File: src/rtl/core/lspa_pkg.sv
// Package for the linked slot pool allocator.
// Holds the request and response word types, the codes, the controller states and the command and status structs.
// No dependencies.
`default_nettype none

package lspa_pkg;

   localparam logic [1:0] REQ_ALLOCATE = 2'd0;
   localparam logic [1:0] REQ_RELEASE  = 2'd1;
   localparam logic [1:0] REQ_SEARCH   = 2'd2;

   localparam logic [1:0] ST_OK        = 2'd0;
   localparam logic [1:0] ST_EXHAUSTED = 2'd1;
   localparam logic [1:0] ST_NOT_FOUND = 2'd2;

   typedef struct packed {
      logic [1:0]  req_type;
      logic [4:0]  slot_index;
      logic [15:0] search_key;
   } req_word_type;

   typedef struct packed {
      logic [1:0]  status;
      logic [4:0]  result_slot;
      logic [15:0] result_seq;
   } rsp_word_type;

   typedef enum logic [2:0] {
      S_IDLE,
      S_DECODE,
      S_ALLOC_WRITE,
      S_WALK_FIRST,
      S_WALK,
      S_REL_UNLINK,
      S_REL_PUSH
   } state_type;

   // Commands from the controller to the datapath.
   typedef struct packed {
      logic       capture;
      logic       alloc_read;
      logic       alloc_write;
      logic       walk_first;
      logic       walk_step;
      logic       rel_unlink;
      logic       rel_push;
      logic       rsp_load;
      logic       rsp_alloc;
      logic [1:0] rsp_status;
   } cmd_type;

   // Status from the datapath to the controller.
   typedef struct packed {
      logic [1:0] req_type;
      logic       target_bad;
      logic       free_empty;
      logic       walk_null;
      logic       rel_hit;
      logic       srch_hit;
   } stat_type;

endpackage

`default_nettype wire

File: src/rtl/core/lspa_datapath.sv
// Datapath of the linked slot pool allocator: list heads, link and sequence memories,
// walk registers and the response register. Depends on lspa_pkg.
`default_nettype none

module lspa_datapath #(
   parameter int POOL_SLOTS = 32
) (
   input  wire logic                  clock,
   input  wire logic                  reset,
   input  wire lspa_pkg::req_word_type req_word,
   input  wire lspa_pkg::cmd_type     cmd,
   output lspa_pkg::stat_type         stat,
   output logic                       rsp_strobe,
   output lspa_pkg::rsp_word_type     rsp_word
);

   localparam int LW = $clog2(POOL_SLOTS + 1);
   localparam int IW = $clog2(POOL_SLOTS);
   localparam logic [LW-1:0] NULL_LINK = LW'(POOL_SLOTS);

   logic [LW-1:0] link_mem [POOL_SLOTS];
   logic [15:0]   seq_mem  [POOL_SLOTS];
   logic [POOL_SLOTS-1:0] link_valid_ff;

   lspa_pkg::req_word_type req_ff;
   logic [LW-1:0] active_head_ff, free_head_ff;
   logic [LW-1:0] cur_ff, prev_ff;
   logic [LW-1:0] link_rd_ff, link_addr_ff;
   logic          link_vrd_ff;
   logic [15:0]   seq_rd_ff;
   logic          rsp_strobe_ff;
   lspa_pkg::rsp_word_type rsp_word_ff;

   logic [LW-1:0] link_val, cur_c, target;
   logic          link_re, seq_re;
   logic [IW-1:0] link_ra, seq_ra;
   logic [15:0]   new_seq;
   logic          active_null;

   // An entry never written still holds its reset link, the next slot.
   assign link_val    = link_vrd_ff ? link_rd_ff : link_addr_ff + LW'(1);
   assign cur_c       = cmd.walk_first ? active_head_ff : link_val;
   assign target      = LW'(req_ff.slot_index);
   assign active_null = (active_head_ff == NULL_LINK);
   assign new_seq     = active_null ? 16'd0 : seq_rd_ff + 16'd1;

   assign stat.req_type   = req_ff.req_type;
   assign stat.target_bad = (32'(req_ff.slot_index) >= 32'(POOL_SLOTS));
   assign stat.free_empty = (free_head_ff == NULL_LINK);
   assign stat.walk_null  = (cur_c == NULL_LINK);
   assign stat.rel_hit    = (cur_c == target);
   assign stat.srch_hit   = (seq_rd_ff == req_ff.search_key);

   always_comb begin
      link_re = cmd.alloc_read | cmd.walk_step;
      seq_re  = cmd.alloc_read | cmd.walk_step;
      link_ra = cmd.alloc_read ? free_head_ff[IW-1:0] : cur_c[IW-1:0];
      if (cmd.alloc_read) begin
         seq_ra = active_null ? '0 : active_head_ff[IW-1:0];
      end else begin
         seq_ra = cur_c[IW-1:0];
      end
   end

   // Link memory: one write port, one registered read port.
   always_ff @(posedge clock) begin
      if (cmd.alloc_write) begin
         link_mem[free_head_ff[IW-1:0]] <= active_head_ff;
      end else if (cmd.rel_unlink && prev_ff != NULL_LINK) begin
         link_mem[prev_ff[IW-1:0]] <= link_val;
      end else if (cmd.rel_push) begin
         link_mem[cur_ff[IW-1:0]] <= free_head_ff;
      end
      if (link_re) begin
         link_rd_ff   <= link_mem[link_ra];
         link_addr_ff <= {{(LW-IW){1'b0}}, link_ra};
      end
   end

   always_ff @(posedge clock) begin
      if (reset) begin
         link_valid_ff <= '0;
         link_vrd_ff   <= 1'b0;
      end else begin
         if (cmd.alloc_write) begin
            link_valid_ff[free_head_ff[IW-1:0]] <= 1'b1;
         end else if (cmd.rel_unlink && prev_ff != NULL_LINK) begin
            link_valid_ff[prev_ff[IW-1:0]] <= 1'b1;
         end else if (cmd.rel_push) begin
            link_valid_ff[cur_ff[IW-1:0]] <= 1'b1;
         end
         if (link_re) begin
            link_vrd_ff <= link_valid_ff[link_ra];
         end
      end
   end

   // Sequence memory: written on allocation only.
   always_ff @(posedge clock) begin
      if (cmd.alloc_write) begin
         seq_mem[free_head_ff[IW-1:0]] <= new_seq;
      end
      if (seq_re) begin
         seq_rd_ff <= seq_mem[seq_ra];
      end
   end

   // List heads.
   always_ff @(posedge clock) begin
      if (reset) begin
         active_head_ff <= NULL_LINK;
         free_head_ff   <= '0;
      end else begin
         if (cmd.alloc_write) begin
            active_head_ff <= free_head_ff;
            free_head_ff   <= link_val;
         end else if (cmd.rel_unlink && prev_ff == NULL_LINK) begin
            active_head_ff <= link_val;
         end else if (cmd.rel_push) begin
            free_head_ff <= cur_ff;
         end
      end
   end

   // Request capture and walk position.
   always_ff @(posedge clock) begin
      if (cmd.capture) begin
         req_ff <= req_word;
      end
      if (cmd.walk_step) begin
         cur_ff  <= cur_c;
         prev_ff <= cmd.walk_first ? NULL_LINK : cur_ff;
      end
   end

   // Response register.
   always_ff @(posedge clock) begin
      if (reset) begin
         rsp_strobe_ff <= 1'b0;
      end else begin
         rsp_strobe_ff <= cmd.rsp_load;
      end
   end

   always_ff @(posedge clock) begin
      if (cmd.rsp_load) begin
         rsp_word_ff.status <= cmd.rsp_status;
         if (cmd.rsp_status != lspa_pkg::ST_OK) begin
            rsp_word_ff.result_slot <= 5'd0;
            rsp_word_ff.result_seq  <= 16'd0;
         end else if (cmd.rsp_alloc) begin
            rsp_word_ff.result_slot <= 5'(free_head_ff);
            rsp_word_ff.result_seq  <= new_seq;
         end else begin
            rsp_word_ff.result_slot <= 5'(cur_ff);
            rsp_word_ff.result_seq  <= seq_rd_ff;
         end
      end
   end

   assign rsp_strobe = rsp_strobe_ff;
   assign rsp_word   = rsp_word_ff;

endmodule

`default_nettype wire

File: config.mk
export PLATFORM = sky130hd
export DESIGN_NAME = lspa_datapath
export DESIGN_NICKNAME = d
export VERILOG_FILES = /design/src/rtl/core/lspa_pkg.sv /design/src/rtl/core/lspa_datapath.sv
export SDC_FILE = /design/constraint.sdc
export NUM_CORES = 1
export LEC_CHECK = 0
export BUFFER_PORTS_ARGS = -buffer_cell sky130_fd_sc_hd__buf_4
export CAP_MARGIN = 15
export CELL_PAD_IN_SITES_DETAIL_PLACEMENT = 1
export CELL_PAD_IN_SITES_GLOBAL_PLACEMENT = 1
export CORE_UTILIZATION = 43
export CTS_CLUSTER_DIAMETER = 150
export DETAILED_ROUTE_END_ITERATION = 10
export PLACE_DENSITY_LB_ADDON = 0.2
export SYNTH_ARGS = -nofsm -noshare
export SYNTH_HDL_FRONTEND = slang
export SYNTH_SLANG_ARGS = --single-unit
File: constraint.sdc
create_clock -name clock -period 6.3 [get_ports clock]
set_clock_uncertainty 0.15 [all_clocks]
set_input_delay 1.26 -clock clock [delete_from_list [all_inputs] [get_ports clock]]
set_output_delay 1.26 -clock clock [all_outputs]
set_load 0.005 [all_outputs]
Yosys cells after proc, flatten, opt, wreduce, memory -nomap -nowiden:

Memory sizes are Yosys's and may differ from the RTL's. A register that Yosys moved wholly into a read port is not among the register bits.
Index checks and enable logic that the tools add are counted.

* equal/unequal tests: 8
* mux-type cells: 38
* bitwise operators: 4
* add/subtract/negate cells: 2
* order comparisons: 7
* reduce and logical (&&, ||, !) cells: 12

Operators by type and width (number)
* $mux 32: 3
* $or 32x32->32: 3
* $mux 6: 9
* $mux 5: 5
* $eq 6x6->1 const B: 4
* $lt 5x6->1 const B: 4
* $mux 21: 1
* $add 16x1->16 const B: 1
* $eq 16x16->1: 1
* $mux 16: 1
* $demux 1 s5: 3
* $ge 5x1->1 const B: 3
* $mux 1: 15
* $reduce_or 6->1: 2
* $add 5x1->6 const B: 1
* $eq 6x5->1: 1
* $ne 6x6->1 const B: 1
* $reduce_bool 2->1: 3
* $bmux 1 s5: 1
* $logic_and 1x1->1: 5
* $reduce_bool 3->1: 1
* $ne 2x2->1 const B: 1
* $reduce_and 2->1: 1
* $or 1x1->1: 1

* memory bits (writable): 704
* register bits: 109
* input port bits: 36
* memories kept: 2
* output and inout bits: 31

Memories
* seq_mem: depth 32, bits a word 16, rd ports 1, clocked after Yosys merged registers in 1, write ports 1, RTL line lspa_datapath.sv:22 `logic [15:0] seq_mem [POOL_SLOTS];`
* link_mem: depth 32, bits a word 6, rd ports 1, clocked after Yosys merged registers in 1, write ports 1, RTL line lspa_datapath.sv:21 `logic [LW-1:0] link_mem [POOL_SLOTS];`

Longest topological paths before layout:

Gate-level depths: netlist of run 1.

* depth in word-level cells: 8
* gate-level depth with buffers: 12
* gate-level depth less buffers: 10

Worst setup path after synthesis of run 1:

No wires, ideal clock.

* path type: input-to-output
* from: input port cmd[7] (netlist name)
* to: output port stat[1] (netlist name)
* setup slack: 2.425 ns
* arrival: 2.465 ns
* cell stages on the path: 6
* data required time: 4.890 ns
* buffers on the path: 0
* cells stage by stage: inv_1 o22ai_1 a21oi_1 xor2_1 or4_1 nor3_1

RTL lines
* from (decl): RTL line lspa_datapath.sv:11 `input wire lspa_pkg::cmd_type cmd,`
* to (decl): RTL line lspa_datapath.sv:12 `output lspa_pkg::stat_type stat,`

==> flow_summary.json, run 1 <==
{
  "period_share": 0.726,
  "cts_made_buffers": 89,
  "yosys_warnings": 0,
  "finalSetupViolations": 0,
  "std_cell_rows": 102,
  "hp-class": "reg2reg",
  "critPathLaunchType": "flop",
  "start_util": 0.436,
  "path_class": "reg2out",
  "multiInputGateArea_um2": 8740,
  "insertion_delay_ns": 0.66,
  "power.leakage_nw": 12.9,
  "ir_worst_vdd_mv": 0.245,
  "critPathMaxFanout": 14,
  "async_flop_share": 0,
  "synth_most_common_cell": "edfxtp_1",
  "yosysTopAreaCell": "edfxtp_1",
  "holdBufCountCts": 0,
  "syn-cell-area_um2": 33900,
  "netlist_top_cells_area": "edfxtp_1 70%, mux4_2 8.0%, nand2_1 3.5%, dfxtp_1 2.7%, nand3_1 2.1%",
  "period_needed_ns": 4.57,
  "finalSetupTns_ns": 0,
  "die_w_um": 283,
  "timing.critical_path.slowest_stage_cell": "dfxtp_1",
  "io_pins": 67,
  "clock_sinks": 835,
  "max_freq_mhz": 219,
  "ys_ff_latch": 835,
  "synthCells": 2169,
  "dieArea_um2": 79900,
  "crit_arrival_ns": 3.16,
  "ys_seq_area_frac": 0.727,
  "core_um2": 77700,
  "dr_total_vias": 19473,
  "grt_pass1_wl_um": 136000,
  "io_buffer_count": 65,
  "cts_tree": "done",
  "place_congestion": 0.857,
  "grt_pass1_vias": 20448,
  "grt_max_degree": 137,
  "routedWlPerCell_um": 27.1,
  "netlist.area_leader.share": 0.700,
  "antenna_found_initial": 0,
  "synth_nets": 2207,
  "drv_cap": 0,
  "cts-root-buf": "clkbuf_16",
  "synth_cell_type_count": 74,
  "nFillCells": 7411,
  "area_delta_synth_final_pct": 13.8,
  "viasPerCell": 5.77,
  "synth_common_cells": "789 x edfxtp_1, 314 x nand2_1, 164 x nor2_1",
  "dr.pass1.iters": 5,
  "post-place-ws_ns": 1.58,
  "final_antenna_net_count": 0,
  "slew-limit-headroom": 0.284,
  "antennaDiodeCount": 0,
  "drc": 0,
  "syn-mean-instance-area_um2": 15.6,
  "postCtsSetupRepairBufs": 0,
  "fin_nets": 2304,
  "cp_cell_sequence": "mux2i_1 -> nand2_1 -> o21ai_0 -> xnor2_1 -> or4_1 -> nor3_1 -> buf_4",
  "crit_family": "simple AND/OR/NAND/NOR gates",
  "grt_overflow": 0,
  "htree_levels": 3,
  "drive_gt1_frac": 0.194,
  "critPathBufInv": 1,
  "synth_edf_count": 789,
  "final_max_slew_viol_count": 0,
  "seq_area_um2": 24600,
  "dieHeight_um": 283,
  "power_density_nw_per_um2": 360,
  "slowest_delay_ns": 0.67,
  "cts.reportedPaths.clkPinSlew_ns": 0.06,
  "drtIter0Drc": 1673,
  "setup_ws_ns": 1.73,
  "routed_wl_um": 91500,
  "finalHoldViolations": 0,
  "cts_resized": 0,
  "required_ns": 4.89,
  "hpwl_um": 56100,
  "status": "finished, final reports clean",
  "end_kind": "primary output",
  "cts.path.max_buffers": 3,
  "synth_ff_type": "edfxtp_1",
  "grtUsageTotal": 0.234,
  "tightest_slew_ns": 1.07,
  "rsz0062_at_grt": "no"
}
==> power by group <==
part | total (mW) | switching [mW] | internal [mW] | leakage, nW
Sequential | 6.78 | 0.168 | 6.61 | 7.65
Clock | 4.98 | 2.19 | 2.79 | 1.36
Combinational | 2.12 | 1.48 | 0.639 | 3.90
==> layout by cell type, fill, tap and decap left out, types with 16 or more instances in the layout <==
cell type	instances
xnor2_1	24
nand2_1	314
nand3_1	143
clkbuf_1	16
mux4_2	120
a21oi_1	49
a31oi_1	24
a211oi_1	22
mux2i_1	61
a311oi_1	28
clkbuf_16	90
edfxtp_1	789
dfxtp_1	46
clkinv_1	20
o21ai_0	22
nor2_1	150
buf_4	134
and3_1	26
clkinv_2	25
nor2_2	17
==> sequential cells by signal, summed over array words and instances (netlist names) <==
signal / flops
seq_mem: 512
link_mem: 192
link_valid_ff: 32
rsp_word: 23
req_ff: 21
seq_rd_ff: 16
active_head_ff: 6
cur_ff: 6
free_head_ff: 6
link_rd_ff: 6
prev_ff: 6
link_addr_ff: 5
stat: 2
link_vrd_ff: 1
rsp_strobe: 1
==> final timing paths <==
check	endpoint	from	slack [ns]	cells after the start
setup / recovery	stat[1]	link_vrd_ff	1.73	7
hold / removal	link_valid_ff[28]	link_valid_ff[28]	0.32	2
setup reg to reg	link_rd_ff[4]	link_vrd_ff	2.09	9
hold reg to reg	link_valid_ff[28]	link_valid_ff[28]	0.32	2
==> logic make-up (layout without fill, tap and decap cells) <==
logic type | Yosys count | in the layout | share of synthesized area
AO/OA/AOI/OAI | 231 | 231 | 0.0475
XOR/XNOR | 36 | 36 | 0.00931
other | 1 | 1 | 0.000111
multiplexers | 189 | 189 | 0.101
AND/OR/NAND/NOR | 726 | 726 | 0.0951
adder cells (fa/ha/maj) | 2 | 2 | 0.000739
flip-flops | 835 | 835 | 0.727
buffers and inverters | 149 | 315 | 0.0197
==> worst register-to-register path, cell delays in order, from the launching register on <==
cell	delay (ns)
dfxtp_1	0.67
mux2i_1	0.59
nor2_4	0.14
nor2_4	0.15
buf_4	0.72
nand2_1	0.16
and3_1	0.22
a311oi_1	0.32
o32ai_1	0.20
a221oi_1	0.59
==> layout make-up <==
| cell class | count | area share |
|---|---|---|
| Sequential cell | 835 | 0.639 |
| Clock buffer | 106 | 0.0600 |
| Multi-Input combinational cell | 1185 | 0.227 |
| Timing Repair Buffer | 137 | 0.0277 |
| Inverter | 18 | 0.00179 |
| Tap cell | 1040 | 0.0338 |
| Clock inverter | 54 | 0.0113 |
==> routing by layer <==
| metal | track usage | wire length (µm) | part of all wire |
|---|---|---|---|
| met1 | 0.315 | 38600 | 0.42 |
| met2 | 0.396 | 46000 | 0.50 |
| met3 | 0.0311 | 4480 | 0.049 |
| met4 | 0.0658 | 2420 | 0.026 |
| met5 | 0 | 0 | 0 |
==> stage by stage <==
stage               utilization  std cells  hold WS [ns]  area, µm²  power [mW]
finish                    0.496       3375         0.322      38500        13.9
global route              0.496       3375         0.344      38500        14.3
CTS                       0.496       3375         0.326      38500        14.0
detailed placement        0.461       3215         0.308      35800        9.03
global placement          0.461       3215         0.298      35800        8.96
floorplan                     -       2169         0.280      33900        8.09
No activity file was read; power rests on OpenSTA's default activity.
==> run 2: changes to the inputs <==
clock period = 4.8 ns   (was 6.3 ns; I/O delays follow)
==> flow_summary.json, run 2 (same netlist as run 1, synthesis figures left out) <==
{
  "finalHoldViolations": 0,
  "io_pins": 67,
  "cts-root-buf": "clkbuf_16",
  "grt_overflow": 0,
  "drv_cap": 0,
  "hp-class": "reg2reg",
  "area_delta_synth_final_pct": 14.6,
  "slew-limit-headroom": 0.316,
  "hpwl_um": 56900,
  "start_util": 0.436,
  "finalSetupTns_ns": 0,
  "holdWs_ns": 0.320,
  "drtIter0Drc": 1692,
  "dr_total_vias": 19402,
  "placed_area_um2": 36000,
  "io_buffer_count": 65,
  "tightest_slew_ns": 1.02,
  "setup_ws_ns": 0.544,
  "place_congestion": 0.838,
  "period_needed_ns": 4.26,
  "power.leakage_nw": 13.0,
  "holdBufCountCts": 0,
  "antenna_found_initial": 1,
  "cts_made_buffers": 90,
  "drive_gt1_frac": 0.195,
  "std_cell_rows": 102,
  "rsz0062_at_grt": "no",
  "cts_resized": 0,
  "post-place-ws_ns": 0.476,
  "dr.pass1.iters": 7,
  "final_max_slew_viol_count": 0,
  "grtUsageTotal": 0.230,
  "final_area_um2": 38800,
  "utilization": 0.499,
  "cp_cell_sequence": "nand2_1 -> a31oi_2 -> xor2_1 -> or4_1 -> nor3_1 -> buf_4",
  "finalSetupViolations": 0,
  "routed_wl_um": 90900,
  "power_density_nw_per_um2": 471,
  "insertion_delay_ns": 0.67,
  "dieHeight_um": 283,
  "final_antenna_net_count": 0,
  "crit_family": "simple AND/OR/NAND/NOR gates",
  "max_freq_mhz": 235,
  "critPathMaxFanout": 14,
  "grt_max_degree": 81,
  "clock_sinks": 835,
  "final_common_cell": "edfxtp_1",
  "path_class": "reg2out",
  "drc": 0,
  "antennaDiodeCount": 0,
  "end_kind": "primary output",
  "dp_cells": 3234,
  "htree_levels": 3,
  "critPathBufInv": 1,
  "postCtsSetupRepairBufs": 0,
  "crit_arrival_ns": 3.15,
  "required_ns": 3.69,
  "grt_pass1_wl_um": 134000,
  "timing.critical_path.slowest_stage_cell": "dfxtp_1",
  "slowest_delay_ns": 0.67,
  "p_total_mw": 18.3,
  "cts.path.max_buffers": 3,
  "largest_reg_flops": 512,
  "status": "finished, final reports clean",
  "viasPerCell": 5.71,
  "cts.reportedPaths.clkPinSlew_ns": 0.06,
  "layout_common_cells": "789 x edfxtp_1, 314 x nand2_1, 150 x nor2_1",
  "dieArea_um2": 79900,
  "period_share": 0.887,
  "die_w_um": 283,
  "core_um2": 77700,
  "critPathLaunchType": "flop",
  "routedWlPerCell_um": 26.7,
  "grt_pass1_vias": 20324,
  "fin_nets": 2324,
  "ir_worst_vdd_mv": 0.328,
  "final_cell_count_no_fill": 3399,
  "cts_tree": "done"
}
==> run 2: cell types whose count changed in the layout (fill, tap and decap cells not counted), moves of 2 or more <==
cell       before  now
clkinv_2       25   12
clkinv_1       20   28
inv_6           2    0
buf_4         134  144
clkbuf_1       16   25
bufinv_16       4    2
buf_12          3   12
==> run 2: worst min-delay path: cells and delay by family (launching register included) <==
| family | cells | cell delay (ns) |
|---|---|---|
| AOI/OAI and AO/OA | 1 | 0.04 |
| DFF | 1 | 0.32 |
| and+or+nand+nor | 1 | 0.07 |
==> run 2: worst paths after layout <==
check                     from                end  slack [ns]  cells past startpoint
min          link_valid_ff[20]  link_valid_ff[20]        0.32                      2
max                link_vrd_ff            stat[1]        0.54                      6
min reg2reg  link_valid_ff[20]  link_valid_ff[20]        0.32                      2
max reg2reg         prev_ff[0]     link_mem[5][2]        1.07                      7
==> run 2: layout make-up <==
type	instances	area (µm²)
fillers	7411	38900
flip-flops and latches	835	24600
clock inverters	48	383
repair buffers	156	1320
clock buffers	117	2380
well taps	1040	1300
multi-input cells	1185	8740
inverters	18	68.8
==> run 2: per-layer routing <==
layer,track usage,share of wire,vias up,routed length [µm]
met3,0.0342,0.046,168,4220
li1,-,-,8569,-
met2,0.374,0.48,520,43900
met1,0.313,0.43,10143,39400
met5,0,0.00012,-,11
met4,0.0912,0.037,2,3360
==> run 2: power by group <==
group / switching [mW] / internal [mW]
Combinational: 1.97 / 0.889
Clock: 2.88 / 3.64
Sequential: 0.219 / 8.68
Total: 5.07 / 13.2
