<file path="config.mk">
export PLATFORM = sky130hd
export DESIGN_NAME = lspa_ctrl
export DESIGN_NICKNAME = d
export VERILOG_FILES = /design/src/rtl/core/lspa_pkg.sv /design/src/rtl/core/lspa_ctrl.sv
export SDC_FILE = /design/constraint.sdc
export NUM_CORES = 1
export LEC_CHECK = 0
export BUFFER_PORTS_ARGS = -buffer_cell sky130_fd_sc_hd__clkbuf_2
export CORE_AREA = 2 2 39 41
export DETAILED_ROUTE_END_ITERATION = 8
export DIE_AREA = 0 0 41 43
export GPL_TIMING_DRIVEN = 1
export PLACE_DENSITY = 0.63
export SLEW_MARGIN = 20
export SYNTH_ARGS = -nofsm -noshare
export SYNTH_HDL_FRONTEND = slang
export SYNTH_SLANG_ARGS = --single-unit
</file>
<file path="constraint.sdc">
create_clock -name clock -period 1.47 [get_ports clock]
set_clock_uncertainty 0.05 [all_clocks]
set_input_delay 0.294 -clock clock [delete_from_list [all_inputs] [get_ports clock]]
set_output_delay 0.294 -clock clock [all_outputs]
set_load 0.01 [all_outputs]
</file>
<file path="src/rtl/core/lspa_pkg.sv">
// Package for the linked slot pool allocator.
// Holds the request and response word types, the codes, the controller states and the command and status structs.
// No dependencies.
`default_nettype none

package lspa_pkg;

   localparam logic [1:0] REQ_ALLOCATE = 2'd0;
   localparam logic [1:0] REQ_RELEASE  = 2'd1;
   localparam logic [1:0] REQ_SEARCH   = 2'd2;

   localparam logic [1:0] ST_OK        = 2'd0;
   localparam logic [1:0] ST_EXHAUSTED = 2'd1;
   localparam logic [1:0] ST_NOT_FOUND = 2'd2;

   typedef struct packed {
      logic [1:0]  req_type;
      logic [4:0]  slot_index;
      logic [15:0] search_key;
   } req_word_type;

   typedef struct packed {
      logic [1:0]  status;
      logic [4:0]  result_slot;
      logic [15:0] result_seq;
   } rsp_word_type;

   typedef enum logic [2:0] {
      S_IDLE,
      S_DECODE,
      S_ALLOC_WRITE,
      S_WALK_FIRST,
      S_WALK,
      S_REL_UNLINK,
      S_REL_PUSH
   } state_type;

   // Commands from the controller to the datapath.
   typedef struct packed {
      logic       capture;
      logic       alloc_read;
      logic       alloc_write;
      logic       walk_first;
      logic       walk_step;
      logic       rel_unlink;
      logic       rel_push;
      logic       rsp_load;
      logic       rsp_alloc;
      logic [1:0] rsp_status;
   } cmd_type;

   // Status from the datapath to the controller.
   typedef struct packed {
      logic [1:0] req_type;
      logic       target_bad;
      logic       free_empty;
      logic       walk_null;
      logic       rel_hit;
      logic       srch_hit;
   } stat_type;

endpackage

`default_nettype wire

</file>
<file path="src/rtl/core/lspa_ctrl.sv">
// Controller state machine of the linked slot pool allocator.
// Depends on lspa_pkg; drives the datapath through command and status structs.
`default_nettype none

module lspa_ctrl (
   input  wire logic              clock,
   input  wire logic              reset,
   input  wire logic              start,
   output logic                   busy,
   input  wire lspa_pkg::stat_type stat,
   output lspa_pkg::cmd_type      cmd
);

   lspa_pkg::state_type state_ff, state_in;

   always_ff @(posedge clock) begin
      if (reset) begin
         state_ff <= lspa_pkg::S_IDLE;
      end else begin
         state_ff <= state_in;
      end
   end

   assign busy = (state_ff != lspa_pkg::S_IDLE);

   // Next state.
   always_comb begin
      state_in = state_ff;
      case (state_ff)
         lspa_pkg::S_IDLE: begin
            if (start) state_in = lspa_pkg::S_DECODE;
         end
         lspa_pkg::S_DECODE: begin
            case (stat.req_type)
               lspa_pkg::REQ_ALLOCATE: begin
                  state_in = stat.free_empty ? lspa_pkg::S_IDLE : lspa_pkg::S_ALLOC_WRITE;
               end
               lspa_pkg::REQ_RELEASE: begin
                  state_in = stat.target_bad ? lspa_pkg::S_IDLE : lspa_pkg::S_WALK_FIRST;
               end
               lspa_pkg::REQ_SEARCH: begin
                  state_in = lspa_pkg::S_WALK_FIRST;
               end
               default: begin
                  state_in = lspa_pkg::S_IDLE;
               end
            endcase
         end
         lspa_pkg::S_ALLOC_WRITE: begin
            state_in = lspa_pkg::S_IDLE;
         end
         lspa_pkg::S_WALK_FIRST, lspa_pkg::S_WALK: begin
            if (stat.req_type == lspa_pkg::REQ_SEARCH) begin
               if ((state_ff == lspa_pkg::S_WALK && stat.srch_hit) || stat.walk_null) begin
                  state_in = lspa_pkg::S_IDLE;
               end else begin
                  state_in = lspa_pkg::S_WALK;
               end
            end else begin
               if (stat.walk_null) begin
                  state_in = lspa_pkg::S_IDLE;
               end else if (stat.rel_hit) begin
                  state_in = lspa_pkg::S_REL_UNLINK;
               end else begin
                  state_in = lspa_pkg::S_WALK;
               end
            end
         end
         lspa_pkg::S_REL_UNLINK: begin
            state_in = lspa_pkg::S_REL_PUSH;
         end
         lspa_pkg::S_REL_PUSH: begin
            state_in = lspa_pkg::S_IDLE;
         end
         default: begin
            state_in = lspa_pkg::S_IDLE;
         end
      endcase
   end

   // Commands.
   always_comb begin
      cmd = '0;
      cmd.rsp_status = lspa_pkg::ST_NOT_FOUND;
      case (state_ff)
         lspa_pkg::S_IDLE: begin
            cmd.capture = start;
         end
         lspa_pkg::S_DECODE: begin
            case (stat.req_type)
               lspa_pkg::REQ_ALLOCATE: begin
                  if (stat.free_empty) begin
                     cmd.rsp_load   = 1'b1;
                     cmd.rsp_status = lspa_pkg::ST_EXHAUSTED;
                  end else begin
                     cmd.alloc_read = 1'b1;
                  end
               end
               lspa_pkg::REQ_RELEASE: begin
                  cmd.rsp_load = stat.target_bad;
               end
               lspa_pkg::REQ_SEARCH: begin
                  cmd.rsp_load = 1'b0;
               end
               default: begin
                  cmd.rsp_load = 1'b1;
               end
            endcase
         end
         lspa_pkg::S_ALLOC_WRITE: begin
            cmd.alloc_write = 1'b1;
            cmd.rsp_load    = 1'b1;
            cmd.rsp_alloc   = 1'b1;
            cmd.rsp_status  = lspa_pkg::ST_OK;
         end
         lspa_pkg::S_WALK_FIRST, lspa_pkg::S_WALK: begin
            cmd.walk_first = (state_ff == lspa_pkg::S_WALK_FIRST);
            if (stat.req_type == lspa_pkg::REQ_SEARCH) begin
               if (state_ff == lspa_pkg::S_WALK && stat.srch_hit) begin
                  cmd.rsp_load   = 1'b1;
                  cmd.rsp_status = lspa_pkg::ST_OK;
               end else if (stat.walk_null) begin
                  cmd.rsp_load = 1'b1;
               end else begin
                  cmd.walk_step = 1'b1;
               end
            end else begin
               if (stat.walk_null) begin
                  cmd.rsp_load = 1'b1;
               end else begin
                  cmd.walk_step = 1'b1;
               end
            end
         end
         lspa_pkg::S_REL_UNLINK: begin
            cmd.rel_unlink = 1'b1;
         end
         lspa_pkg::S_REL_PUSH: begin
            cmd.rel_push   = 1'b1;
            cmd.rsp_load   = 1'b1;
            cmd.rsp_status = lspa_pkg::ST_OK;
         end
         default: begin
            cmd.rsp_load = 1'b0;
         end
      endcase
   end

endmodule

`default_nettype wire

</file>
; Yosys cells after proc, flatten, opt, wreduce, memory -nomap -nowiden
; Cells that the tools add are included.
[word_totals]
reg_bits = 3
in_bits = 10
output_inout_bits = 12
wordCells = 48
[classes]
n_eq_ne = 9
mux = 31
n_reduce_logical = 7
[op_table]
columns = operator, count
row1 = 1-bit two-way mux, 15
row2 = 2-bit two-way mux, 7
row3 = 3-bit two-way mux, 4
row4 = 2-bit case mux with 3 select lines, 2
row5 = 3-bit case mux with 4 select lines, 1
row6 = "3-bit equality test, second input constant", 3
row7 = "3-bit by 2-bit equality test with 1-bit output, second input constant", 2
row8 = 1-bit case mux with 3 select lines, 2
row9 = 2-bit OR reduction, 2
row10 = "3-bit by 1-bit equality test with 1-bit output, second input constant", 1
row11 = 3-bit logical NOT, 1
row12 = 3-bit nonzero test, 1
row13 = "2-bit by 1-bit equality test with 1-bit output, second input constant", 1
row14 = "2-bit equality test, second input constant", 1
row15 = 2-bit logical NOT, 1
row16 = "2-bit inequality test, second input constant", 1
row17 = 1-bit logical AND, 1
row18 = 1-bit logical OR, 1

; Depth between registers and ports, before layout
; Gate-level depths: netlist of run 1.
[depth]
depth_word = 6
depth_mapped = 4
depth_no_buf = 3

; Worst setup path after synthesis of run 1
; No wires, ideal clock.
[synth_path]
kind = register to output
startpoint = register state_ff[0]
endpoint = output port cmd[6] (netlist name)
arrival_time_ns = 1.216
required_ns = 1.126
setup_slack_ns = -0.090
stages_incl_launch_ff = 5
n_path_buf = 1
cell_sequence = dfxtp_1 buf_6 or2_0 or3_1 a21oi_1
[synth_rtl]
columns = element, line_no
row1 = from (decl), lspa_ctrl.sv:14  ; lspa_pkg::state_type state_ff, state_in;
row2 = from (signal assigned), lspa_ctrl.sv:18  ; state_ff <= lspa_pkg::S_IDLE;
row3 = from (signal assigned), lspa_ctrl.sv:20  ; state_ff <= state_in;
row4 = to (decl), lspa_ctrl.sv:11  ; output lspa_pkg::cmd_type cmd

==> results.json, run 1 <==
{
  "worst_slew_pin_slew_ps": 340,
  "max_ffs_per_register": 3,
  "critPathMaxFanout": 3,
  "via_count_of_the_first_global_routing_pass": 421,
  "grt_start_max_net_pins": 12,
  "crit_chain": "or2_4 -> or3_4 -> a21oi_2 -> buf_2",
  "largestRegisters": "state_ff: 3 flops",
  "setup.worst_path.class": "flop to primary output",
  "fmaxAchievable_mhz": 565,
  "clkTransAtPathRegs_ps": 30,
  "synth-edff-count": 0,
  "cts_buffers": 3,
  "cp_data_required_time_ps": 1130,
  "startpoint": "state_ff[1]$_SDFFE_PP0P_",
  "place.gp.congestion": 0.790,
  "yosysUniqueCellTypes": 30,
  "violations": "negative setup slack",
  "ys_async_sr_fraction_pct": 0,
  "vdd_ir_drop_max_mv": 0.273,
  "worst-r2r-cell-count": 4,
  "power_per_cell_area_nw_per_um2": 606,
  "ctsHtreeMaxLevel": 1,
  "setup_total_negative_slack_ps": -1620,
  "top_layer": "met4",
  "cts_root_buffer": "sky130_fd_sc_hd__clkbuf_4",
  "wl_met1_um": 464,
  "core_um2": 1380,
  "ff2ff_setup_slack_ps": 90,
  "overflow": 0,
  "power.static_leakage_nw": 0.345,
  "clk_path_buf_depth": 2,
  "rsz0062_at_grt": "yes",
  "postCtsSetupBuffers": 0,
  "io_pins": 22,
  "max_stage_delay_ps": 360,
  "crit_reg_reg_endpoint": "state_ff[0]$_SDFFE_PP0P_",
  "placement.cell_area_um2": 587,
  "drv.max_cap_violation_count": 0,
  "fin_crit_sh_pct": 120,
  "leading_cell_type_in_the_layout_fill_and_taps_excluded": "sky130_fd_sc_hd__buf_4",
  "slew_violations": 0,
  "postLayoutCellArea_um2": 658,
  "finalWirelength_um": 1210,
  "total_standard_cell_area_after_synthesis_um2": 357,
  "design_power_total_w": 0.000399,
  "data_arrival_critical_path_ps": 1430,
  "via_count": 506,
  "synth_top_flop_cell": "sky130_fd_sc_hd__dfxtp_1",
  "crit_path_end_kind": "primary output",
  "dp_cells": 100,
  "fp-row-count": 14,
  "sink_count_of_the_clock_tree": 3,
  "period_needed_ps": 1770,
  "slew_headroom_pct": 77.3,
  "cts_hold_buf": 0,
  "floorplan.initialDensity_pct": 25.8,
  "die_width_um": 41,
  "antenna_found_initial": 0,
  "final_cell_count_no_fill": 104,
  "min-delay-path-class": "input pin to flop",
  "dp_hpwl_um": 896,
  "met3WireLength_um": 60,
  "place.port_buffers": 21,
  "crit_path_end": "cmd[6]",
  "final_cell_mix": "17 x sky130_fd_sc_hd__buf_4, 12 x sky130_fd_sc_hd__clkbuf_2, 8 x sky130_fd_sc_hd__buf_2",
  "setup_viol": 8,
  "cpLargestDelayFamily": "simple AND/OR/NAND/NOR gates",
  "design.die.area_um2": 1760,
  "drt-wirelength-per-cell_um": 11.6,
  "drt-initial-drc-count": 3,
  "height_of_the_die_um": 43,
  "mappedNetlistNets": 59,
  "critical_path_cell_count": 4,
  "drt.antenna.violating_nets": 0,
  "tritoncts": "done",
  "flop_and_latch_count_out_of_synthesis": 3,
  "final_layout_size_suffix_gt1_share_pct": 61.4,
  "grt_pass1_wl_um": 1640,
  "drc": 0,
  "critical_path.startpoint_type": "flop",
  "antenna_cells": 0,
  "registers.top_by_ff_count": "state_ff",
  "insertion_delay_ps": 240,
  "hold_ws_ps": 186,
  "cp.buffers_inverters": 1,
  "report.final.hold_viol_count": 0,
  "outcome": "finished, violations left",
  "area_growth_pct": 84.6,
  "fraction_of_the_yosys_area_taken_by_sequential_cells_pct": 16.8,
  "dr_wl_met2_um": 643,
  "globalRouteTotalUtil_pct": 13.3,
  "postSynthCellCount": 49,
  "crit_slowest_cell": "sky130_fd_sc_hd__or3_4",
  "synthesis.area_per_instance_um2": 7.28,
  "drt_first_pass_iters": 5,
  "critical_path.reg2reg.startpoint": "state_ff[2]$_SDFFE_PP0P_",
  "vias_per_cell": 4.87,
  "design.final.nets": 99,
  "synth-warning-count": 0,
  "final_critical_path_setup_slack_ps": -300
}
-- repair_timing --
item / 4_1_cts / 5_1_grt
setup endpoints to repair: 12 / 13
resized for setup: 3 / 20
hold endpoints to repair: 0 / 0
pin swaps: 1 / 2
-- worst min path at each step --
stage	start	endpoint	slack [ps]	cells after the start
floorplan	reset	state_ff[1]$_SDFFE_PP0P_	320	1
global placement	reset	state_ff[1]$_SDFFE_PP0P_	430	2
detailed placement	reset	state_ff[1]$_SDFFE_PP0P_	440	2
CTS	reset	state_ff[1]$_SDFFE_PP0P_	180	2
global route	reset	state_ff[1]$_SDFFE_PP0P_	190	2
finish	reset	state_ff[1]$_SDFFE_PP0P_	190	2
-- report_power, final --
group | leakage [nW] | switching, W | total, W | internal [W]
clock | 0.0150 | 0.0000467 | 0.000149 | 0.000102
sequential | 0.0258 | 0.00000518 | 0.0000901 | 0.0000849
combinational | 0.304 | 0.0000698 | 0.000160 | 0.0000901
total | 0.345 | 0.000122 | 0.000399 | 0.000277
-- kinds of logic (layout without fill, tap and decap cells) --
kind of cell           Yosys count  after routing  synth area share [%]
AND/OR/NAND/NOR                 22             22                  37.9
AO/OA/AOI/OAI                   15             15                  29.8
buffers and inverters            9             48                  15.4
flip-flops                       3              3                  16.8
-- synth_stat cells (all sizes together) (2+ instances only) --
cell / n / share of area, %
a21oi: 4 / 5.6
a211o: 3 / 7.4
and3b: 2 / 5.3
nor2: 3 / 3.2
buf: 3 / 8.4
nor3: 4 / 5.6
nor2b: 2 / 3.5
nand2b: 2 / 3.5
inv: 5 / 6.0
or3: 2 / 3.5
o21ai: 2 / 2.8
dfxtp: 3 / 17
-- routing by layer --
| metal | GRT usage (%) | vias to the layer above |
|---|---|---|
| met5 | 0 | - |
| met4 | 6.00 | 0 |
| met3 | 0 | 4 |
| met2 | 22.2 | 20 |
| met1 | 16.9 | 228 |
| li1 | - | 254 |
-- area by class of cell --
| class | instances | area [um^2] |
|---|---|---|
| clock buffers | 4 | 26.3 |
| fillers | 157 | 726 |
| inverters | 5 | 21.3 |
| multi-input cells | 37 | 275 |
| flip-flops and latches | 3 | 65.1 |
| well taps | 16 | 20.0 |
| repair buffers | 39 | 250 |
-- metrics by stage --
stage | worst slack [ps] | utilization (%)
finish | -300 | 47.6
global placement | -142 | 42.4
global route | -354 | 47.6
detailed placement | -149 | 42.4
floorplan | -42.8 | -
CTS | -302 | 44.8
No activity file was read; power rests on OpenSTA's default activity.
==> run 2: changes to the inputs <==
--- a/config.mk
+++ b/config.mk
@@ -12,3 +12,3 @@
 export GPL_TIMING_DRIVEN = 1
-export PLACE_DENSITY = 0.63
+export PLACE_DENSITY = 0.61
 export SLEW_MARGIN = 20
==> constraint.sdc (replaced) <==
create_clock -name clock -period 1.9 [get_ports clock]
set_clock_uncertainty 0.05 [all_clocks]
set_input_delay 0.38 -clock clock [delete_from_list [all_inputs] [get_ports clock]]
set_output_delay 0.38 -clock clock [all_outputs]
set_load 0.1 [all_outputs]
==> results.json, run 2 (synthesis results as in run 1) <==
{
  "drt.antenna.violating_nets": 0,
  "vdd_ir_drop_max_mv": 0.321,
  "final_cell_mix": "13 x sky130_fd_sc_hd__buf_12, 13 x sky130_fd_sc_hd__buf_4, 8 x sky130_fd_sc_hd__clkbuf_2",
  "overflow": 0,
  "drt-wirelength-per-cell_um": 11.0,
  "grt_pass1_wl_um": 1920,
  "core_um2": 1380,
  "critPathMaxFanout": 3,
  "switchingPower_w": 0.000193,
  "pwr-share-comb_pct": 60.1,
  "insertion_delay_ps": 230,
  "drt-initial-drc-count": 2,
  "switching_share_pct": 42.3,
  "final_critical_path_setup_slack_ps": -41.5,
  "internal_power_w": 0.000263,
  "worst_slew_pin_slew_ps": 384,
  "clkPwrFrac_pct": 24.8,
  "ctsHtreeMaxLevel": 1,
  "fmaxAchievable_mhz": 515,
  "dp_cells": 90,
  "drv.max_cap_violation_count": 0,
  "area_growth_pct": 160,
  "tritoncts": "done",
  "cts_buffers": 3,
  "report.final.hold_viol_count": 0,
  "design.final.nets": 96,
  "startpoint": "state_ff[0]$_SDFFE_PP0P_",
  "power_per_cell_area_nw_per_um2": 492,
  "timing.hold.worst.start": "reset",
  "cp_data_required_time_ps": 1470,
  "min-delay-path-class": "input pin to flop",
  "violations": "negative setup slack",
  "clkTransAtPathRegs_ps": 40,
  "critical_path.startpoint_type": "flop",
  "worstHoldPathCells": 2,
  "outcome": "finished, violations left",
  "height_of_the_die_um": 43,
  "via_count_of_the_first_global_routing_pass": 505,
  "place.port_buffers": 21,
  "final_layout_size_suffix_gt1_share_pct": 67.1,
  "place.gp.congestion": 0.809,
  "clk_path_buf_depth": 2,
  "finalWirelength_um": 1110,
  "design.die.area_um2": 1760,
  "power.static_leakage_nw": 0.398,
  "slew_violations": 0,
  "fin_crit_sh_pct": 102,
  "fp-row-count": 14,
  "floorplan.initialDensity_pct": 25.8,
  "rsz0062_at_grt": "yes",
  "sink_count_of_the_clock_tree": 3,
  "drt_first_pass_iters": 4,
  "globalRouteTotalUtil_pct": 15.4,
  "drc": 0,
  "setup_total_negative_slack_ps": -41.5,
  "period_needed_ps": 1940,
  "data_arrival_critical_path_ps": 1510,
  "via_count": 486,
  "worst-r2r-cell-count": 4,
  "cts_root_buffer": "sky130_fd_sc_hd__clkbuf_4",
  "crit_path_end_kind": "primary output",
  "grt_start_max_net_pins": 7,
  "vias_per_cell": 4.81,
  "p_seq_share_pct": 15.1,
  "largestRegisters": "state_ff: 3 flops",
  "final_cell_count_no_fill": 101,
  "die_width_um": 41,
  "antenna_found_initial": 0,
  "setup_viol": 1,
  "critical_path.reg2reg.startpoint": "state_ff[0]$_SDFFE_PP0P_",
  "antenna_cells": 0,
  "io_pins": 22,
  "max_ffs_per_register": 3,
  "registers.top_by_ff_count": "state_ff",
  "dp_hpwl_um": 875,
  "setup.worst_path.class": "flop to primary output",
  "slew_headroom_pct": 74.4
}
## run 2: changes by cell type in the layout (fill, tap and decap cells not counted), moves of 2 or more
| cell | before | now |
|---|---|---|
| sky130_fd_sc_hd__clkbuf_2 | 12 | 8 |
| sky130_fd_sc_hd__buf_2 | 8 | 0 |
| sky130_fd_sc_hd__buf_12 | 0 | 13 |
| sky130_fd_sc_hd__a21oi_2 | 2 | 0 |
| sky130_fd_sc_hd__nor3_4 | 0 | 2 |
| sky130_fd_sc_hd__buf_4 | 17 | 13 |
## run 2: metal layers
metal | vias up | global-route usage (%) | wire (um)
met4 | 0 | 0 | 0
met5 | - | 0 | 0
met1 | 218 | 15.7 | 397
met2 | 18 | 28.7 | 642
li1 | 250 | - | -
met3 | 0 | 6.81 | 69
## run 2: power groups by stage
| stage | sequential (W) | clock (W) | combinational (W) |
|---|---|---|---|
| floorplan | 0.0000700 | 0 | 0.000164 |
| global placement | 0.0000717 | 0 | 0.000240 |
| detailed placement | 0.0000714 | 0 | 0.000242 |
| CTS | 0.0000697 | 0.000120 | 0.000271 |
| global route | 0.0000693 | 0.000126 | 0.000286 |
| finish | 0.0000688 | 0.000113 | 0.000274 |
## run 2: metrics by stage
stage                     utilization [%]  hold WS [ps]  power, W  setup WS [ps]  cell area (um^2)
after floorplan                         -           402  0.000234           -202               469
final                                67.0           289  0.000456          -41.5               927
after global placement               56.2           523  0.000312           17.2               778
after detailed placement             56.2           526  0.000314          -5.19               778
after CTS                            65.4           280  0.000461          -47.5               905
after global routing                 67.0           285  0.000481          -96.6               927
## run 2: worst max-delay path: stages, from the launching register on
cell	delay [ps]
sky130_fd_sc_hd__dfxtp_2	320
sky130_fd_sc_hd__or2_1	240
sky130_fd_sc_hd__or3_4	380
sky130_fd_sc_hd__a21oi_4	150
sky130_fd_sc_hd__buf_12	180
## run 2: timing repair
item | in CTS | in global routing
endpoints found under the setup margin | 6 | 5
hold buffers | 0 | 0
gates resized for setup | 13 | 1
buffers inserted | 6 | 1
pin swaps | 5 | 4
## run 2: layout make-up
cell class / count / area (um^2)
clock buffers: 4 / 26.3
fillers: 106 / 457
inverters: 5 / 21.3
multi-input cells: 37 / 357
flip-flops and latches: 3 / 68.8
well taps: 16 / 20.0
repair buffers: 36 / 434
## run 2: final timing paths
kind                                                 end  slack, ps
worst min-delay path            state_ff[1]$_SDFFE_PP0P_        290
worst max register to register  state_ff[0]$_SDFFE_PP0P_        520
worst min register to register  state_ff[2]$_SDFFE_PP0P_        500
worst max-delay path                              cmd[6]        -40
